--- src/rtl/tcw_pkg.sv ---
`default_nettype none

package tcw_pkg;

  // character and attribute codes
  localparam logic [7:0] BLANK_CHAR        = 8'd32;
  localparam logic [7:0] NEWLINE_CODE      = 8'd10;
  localparam logic [7:0] BLANK_COLOR_RESET = 8'd151;

  // register reset values
  localparam logic [6:0] SCREEN_WIDTH_RESET  = 7'd80;
  localparam logic [4:0] SCREEN_HEIGHT_RESET = 5'd25;

  // configuration register indexes
  typedef enum logic [1:0] {
    REG_SCREEN_WIDTH,
    REG_SCREEN_HEIGHT,
    REG_BLANK_COLOR
  } cfg_reg_t;

  // classified command kinds
  typedef enum logic [1:0] {
    CMD_READ,
    CMD_PUT,
    CMD_NEWLINE
  } cmd_kind_t;

  // back end sequencer states
  typedef enum logic [2:0] {
    ST_CLEAR,
    ST_IDLE,
    ST_EXEC,
    ST_RDWAIT,
    ST_COPY,
    ST_DRAIN,
    ST_FILL
  } state_t;

  typedef struct packed {
    logic [6:0] width;
    logic [4:0] height;
    logic [7:0] blank_color;
  } cfg_t;

  typedef struct packed {
    cmd_kind_t  kind;
    logic [7:0] char_code;
    logic [7:0] color;
    logic [4:0] read_row;
    logic [6:0] read_col;
    logic       read_ok;
  } cmd_t;

  typedef struct packed {
    logic [7:0] cell_char;
    logic [7:0] cell_color;
    logic [4:0] cursor_row;
    logic [6:0] cursor_col;
    logic       scrolled;
  } result_t;

endpackage

`default_nettype wire

--- src/rtl/tcw_queue.sv ---
`default_nettype none

module tcw_queue (
  input  wire logic          clk,
  input  wire logic          rst_n,
  input  wire logic          push,
  input  wire tcw_pkg::cmd_t push_cmd,
  input  wire logic          pop,
  output logic               q_valid,
  output logic               q_full,
  output tcw_pkg::cmd_t      q_cmd
);
  import tcw_pkg::*;

  localparam int QDEPTH = 2;
  localparam int PW = $clog2(QDEPTH);
  localparam int CW = $clog2(QDEPTH + 1);

  cmd_t          slot_r [QDEPTH];
  logic [PW-1:0] wr_ptr_r, wr_ptr_nxt;
  logic [PW-1:0] rd_ptr_r, rd_ptr_nxt;
  logic [CW-1:0] count_r, count_nxt;

  assign q_valid = (count_r != '0);
  assign q_full  = (count_r == CW'(QDEPTH));
  assign q_cmd   = slot_r[rd_ptr_r];

  // pointer and fill count update
  always_comb begin
    wr_ptr_nxt = wr_ptr_r;
    rd_ptr_nxt = rd_ptr_r;
    count_nxt  = count_r;
    if (push) begin
      wr_ptr_nxt = (32'(wr_ptr_r) == QDEPTH - 1) ? '0 : wr_ptr_r + PW'(1);
    end
    if (pop) begin
      rd_ptr_nxt = (32'(rd_ptr_r) == QDEPTH - 1) ? '0 : rd_ptr_r + PW'(1);
    end
    if (push && !pop) begin
      count_nxt = count_r + CW'(1);
    end else if (pop && !push) begin
      count_nxt = count_r - CW'(1);
    end
  end

  always_ff @(posedge clk) begin
    if (!rst_n) begin
      wr_ptr_r <= '0;
      rd_ptr_r <= '0;
      count_r  <= '0;
    end else begin
      wr_ptr_r <= wr_ptr_nxt;
      rd_ptr_r <= rd_ptr_nxt;
      count_r  <= count_nxt;
    end
  end

  // payload slots
  always_ff @(posedge clk) begin
    if (push) begin
      slot_r[wr_ptr_r] <= push_cmd;
    end
  end

endmodule

`default_nettype wire

--- config.mk ---
export PLATFORM = sky130hd
export DESIGN_NAME = tcw_queue
export DESIGN_NICKNAME = d
export VERILOG_FILES = /design/src/rtl/tcw_pkg.sv /design/src/rtl/tcw_queue.sv
export SDC_FILE = /design/constraint.sdc
export NUM_CORES = 1
export LEC_CHECK = 0
export BUFFER_PORTS_ARGS = -buffer_cell sky130_fd_sc_hd__buf_2
export CAP_MARGIN = 20
export CORE_UTILIZATION = 40
export DETAILED_ROUTE_END_ITERATION = 12
export GPL_TIMING_DRIVEN = 0
export PLACE_DENSITY_LB_ADDON = 0.05
export SETUP_SLACK_MARGIN = 0.1
export SYNTH_ARGS = -nofsm -noshare
export SYNTH_HDL_FRONTEND = slang
export SYNTH_SLANG_ARGS = --single-unit
--- constraint.sdc ---
create_clock -name clk -period 1.98 [get_ports clk]
set_input_delay 0 -clock clk [delete_from_list [all_inputs] [get_ports clk]]
set_output_delay 0 -clock clk [all_outputs]
set_load 0.03 [all_outputs]
==> flow_metrics.py <==
metrics = {
    "status": {
        "run_status": "complete, no violations",
    },
    "timing": {
        "fin_tns_setup_ns": 0,
        "setup_violations": 0,
        "skew_ns": 0.00838,
        "hold_violations": 0,
        "setup_ws_ns": 0.490,
        "maxSlewViolCount": 0,
        "rsz0062_at_grt": "no",
        "fmax_mhz": 671,
        "post-route-period-util_pct": 75.3,
        "fin_crit_ns": 1.49,
        "worst_pin_slew_ns": 0.923,
        "slew_headroom_pct": 38.3,
    },
    "logic_synthesis": {
        "synth_compound_area_share_pct": 0.818,
        "yosysSeqAreaShare_pct": 80.2,
        "synth_top_family_by_area": "multiplexers",
        "syn-num-nets": 154,
        "yosysMostFrequentCell": "edfxtp_1",
        "netlist_area_um2": 2450,
        "synth_common_cells": "edfxtp_1 (62), mux2_2 (31), dfxtp_1 (5)",
        "netlist.area_leader.share_pct": 76.1,
        "synth_area_leaders": "edfxtp_1 (76%), mux2_2 (14%), dfxtp_1 (4.1%), and2_1 (1.0%), xor2_1 (0.72%)",
        "muxShareOfSynthArea_pct": 14.3,
        "syn_area_per_cell_um2": 20.7,
        "async_reset_ff_share_pct": 0,
        "synthSimpleGateAreaFrac_pct": 2.40,
        "synth_top_cell_by_area": "edfxtp_1",
        "synthCells": 118,
        "synth_cell_types": 16,
        "synth_edf_count": 62,
        "synth-xor-area-share_pct": 1.07,
        "ys.flop_type": "edfxtp_1",
        "ys_seq_elements": 67,
        "ys_warn_count": 0,
        "yosys.area_share.adder_pct": 0.511,
    },
    "grt": {
        "grt_first_pass_wirelength_um": 6170,
        "grt_pass1_vias": 1410,
        "track_usage_pct": 13.4,
        "grt_max_degree": 33,
        "antenna_found_initial": 0,
        "gr-total-overflow": 0,
    },
    "setup_path": {
        "path_cells": "buf_2 > mux2_2 > buf_2",
        "crit_slowest_cell": "dfxtp_1",
        "path_class": "register to output port",
        "start_kind": "register",
        "crit_arrival_ns": 1.49,
        "endpoint_kind": "output port",
        "cpPeakStageDelay_ns": 0.36,
        "cp.required_ns": 1.98,
        "crit_path_max_fanout": 10,
        "worst_path_most_repeated_cell": "buf_2",
    },
    "cts": {
        "post-cts-setup-buffers": 0,
        "htreeDepth": 3,
        "clock_path_buffers": 2,
        "ctsRootBufferMaster": "clkbuf_8",
        "cts_sinks": 67,
        "cts_buffers": 9,
        "post_cts_resized": 0,
        "cts_tree": "done",
        "clkTransAtPathRegs_ns": 0.06,
        "clk_latency_ns": 0.32,
    },
    "routing": {
        "via_count": 1357,
        "dr.first_iter.drc_count": 73,
        "antenna_left": 0,
        "firstDrtPassIters": 3,
        "viasPerCell": 4.41,
        "finalWirelength_um": 4080,
        "drc_errors": 0,
        "wire_per_inst_um": 13.3,
    },
    "power": {
        "power_density_nw_per_um2": 901,
        "total_power_uw": 3030,
        "ir_drop_uv": 524,
        "p_leak_uw": 0.00130,
    },
    "die": {
        "core_um2": 5920,
        "die-width_um": 80.2,
        "ios": 68,
        "rows": 28,
        "die_h_um": 80.2,
        "initial_core_util_pct": 41.3,
        "dieArea_um2": 6440,
    },
    "worst_hold_path": {
        "hold_path_class": "input port to register",
    },
    "layout": {
        "fin_nets": 264,
        "area_delta_synth_final_pct": 37.2,
        "finish.utilization_pct": 56.7,
        "n_antenna_cell": 0,
        "drive_gt1_share_pct": 49.8,
        "fin_cells": 308,
    },
    "placed_design": {
        "dp_slack_ns": 0.468,
        "portBuffers": 67,
        "dp.cells": 260,
        "hpwl_um": 2510,
        "place.gp.congestion": 0.624,
    },
    "job": {
        "max-cap-violations": 0,
    },
}
-- placed cells by master, fill, tap and decap left out --
cell / count
or2_2: 1
ha_1: 1
o21a_1: 1
clkbuf_8: 9
clkinv_1: 2
nor2b_4: 1
mux2_2: 31
a21boi_1: 1
clkinv_2: 2
nor2b_1: 1
and2_2: 1
xor2_1: 2
o21ai_0: 1
dlygate4sd3_1: 32
buf_2: 70
or3_1: 1
and2_1: 3
edfxtp_1: 62
xnor2_1: 1
dfxtp_1: 5
inv_1: 1
clkbuf_1: 3
and2b_2: 1
-- critical path: cells and delay by family (launching register included) --
family                 cells  cell delay (ns)
flip-flops                 1             0.36
multiplexers               1             0.36
buffers and inverters      2             0.45
-- repair_timing --
item / 4_1_cts / 5_1_grt
hold buffers: 32 / 0
endpoints found under the setup margin: 0 / 0
endpoints found under the hold margin: 67 / 0
-- flip-flops by register name, summed over array words and instances, names as in the netlist, named ones only --
register / cells
rd_ptr_r: 1
slot_r: 62
wr_ptr_r: 1
count_r: 2
-- metal layers --
layer,global-route usage [%],share of wire (%)
met2,24.5,55
met3,3.41,4.8
met5,0,0
met4,8.57,0.78
met1,13.5,40
-- final timing paths --
path | from | to | slack [ns] | depth (start not counted)
worst min register to register | count_r[1] | count_r[1] | 0.50 | 2
worst min-delay path | push | wr_ptr_r | 0.03 | 3
worst max register to register | wr_ptr_r | slot_r[0][28] | 0.53 | 1
worst max-delay path | register | q_cmd[18] | 0.49 | 3
-- stage by stage --
stage | hold WS, ns | instance area (um^2)
finish | 0.0316 | 3360
CTS | 0.0151 | 3360
detailed placement | 0.191 | 2890
global route | 0.0389 | 3360
global placement | 0.187 | 2880
floorplan | 0.0989 | 2450
-- cells by family (layout without fill, tap and decap cells) --
| kind of cell | count (synthesis) | after routing |
|---|---|---|
| compound gates | 3 | 3 |
| fa+ha+maj | 1 | 1 |
| flops | 67 | 67 |
| buf+inv | 4 | 119 |
| xor+xnor | 3 | 3 |
| simple gates | 9 | 9 |
| mux | 31 | 31 |
-- final cells by class --
cell class	instances	area [um^2]
inverter	1	3.75
multi-input combinational	47	475
timing repair buffer	99	656
clock buffer	12	135
fill	489	2560
clock inverter	4	17.5
tap	75	93.8
buffer	3	15.0
sequential	67	1960
-- where the power goes --
part / leakage (uW) / internal (uW) / total [uW] / switching (uW)
clock: 0.0000792 / 443 / 888 / 446
sequential: 0.000623 / 1630 / 1660 / 23.5
combinational: 0.000595 / 205 / 482 / 277
total: 0.00130 / 2280 / 3030 / 746
No activity file was read; power rests on OpenSTA's default activity.
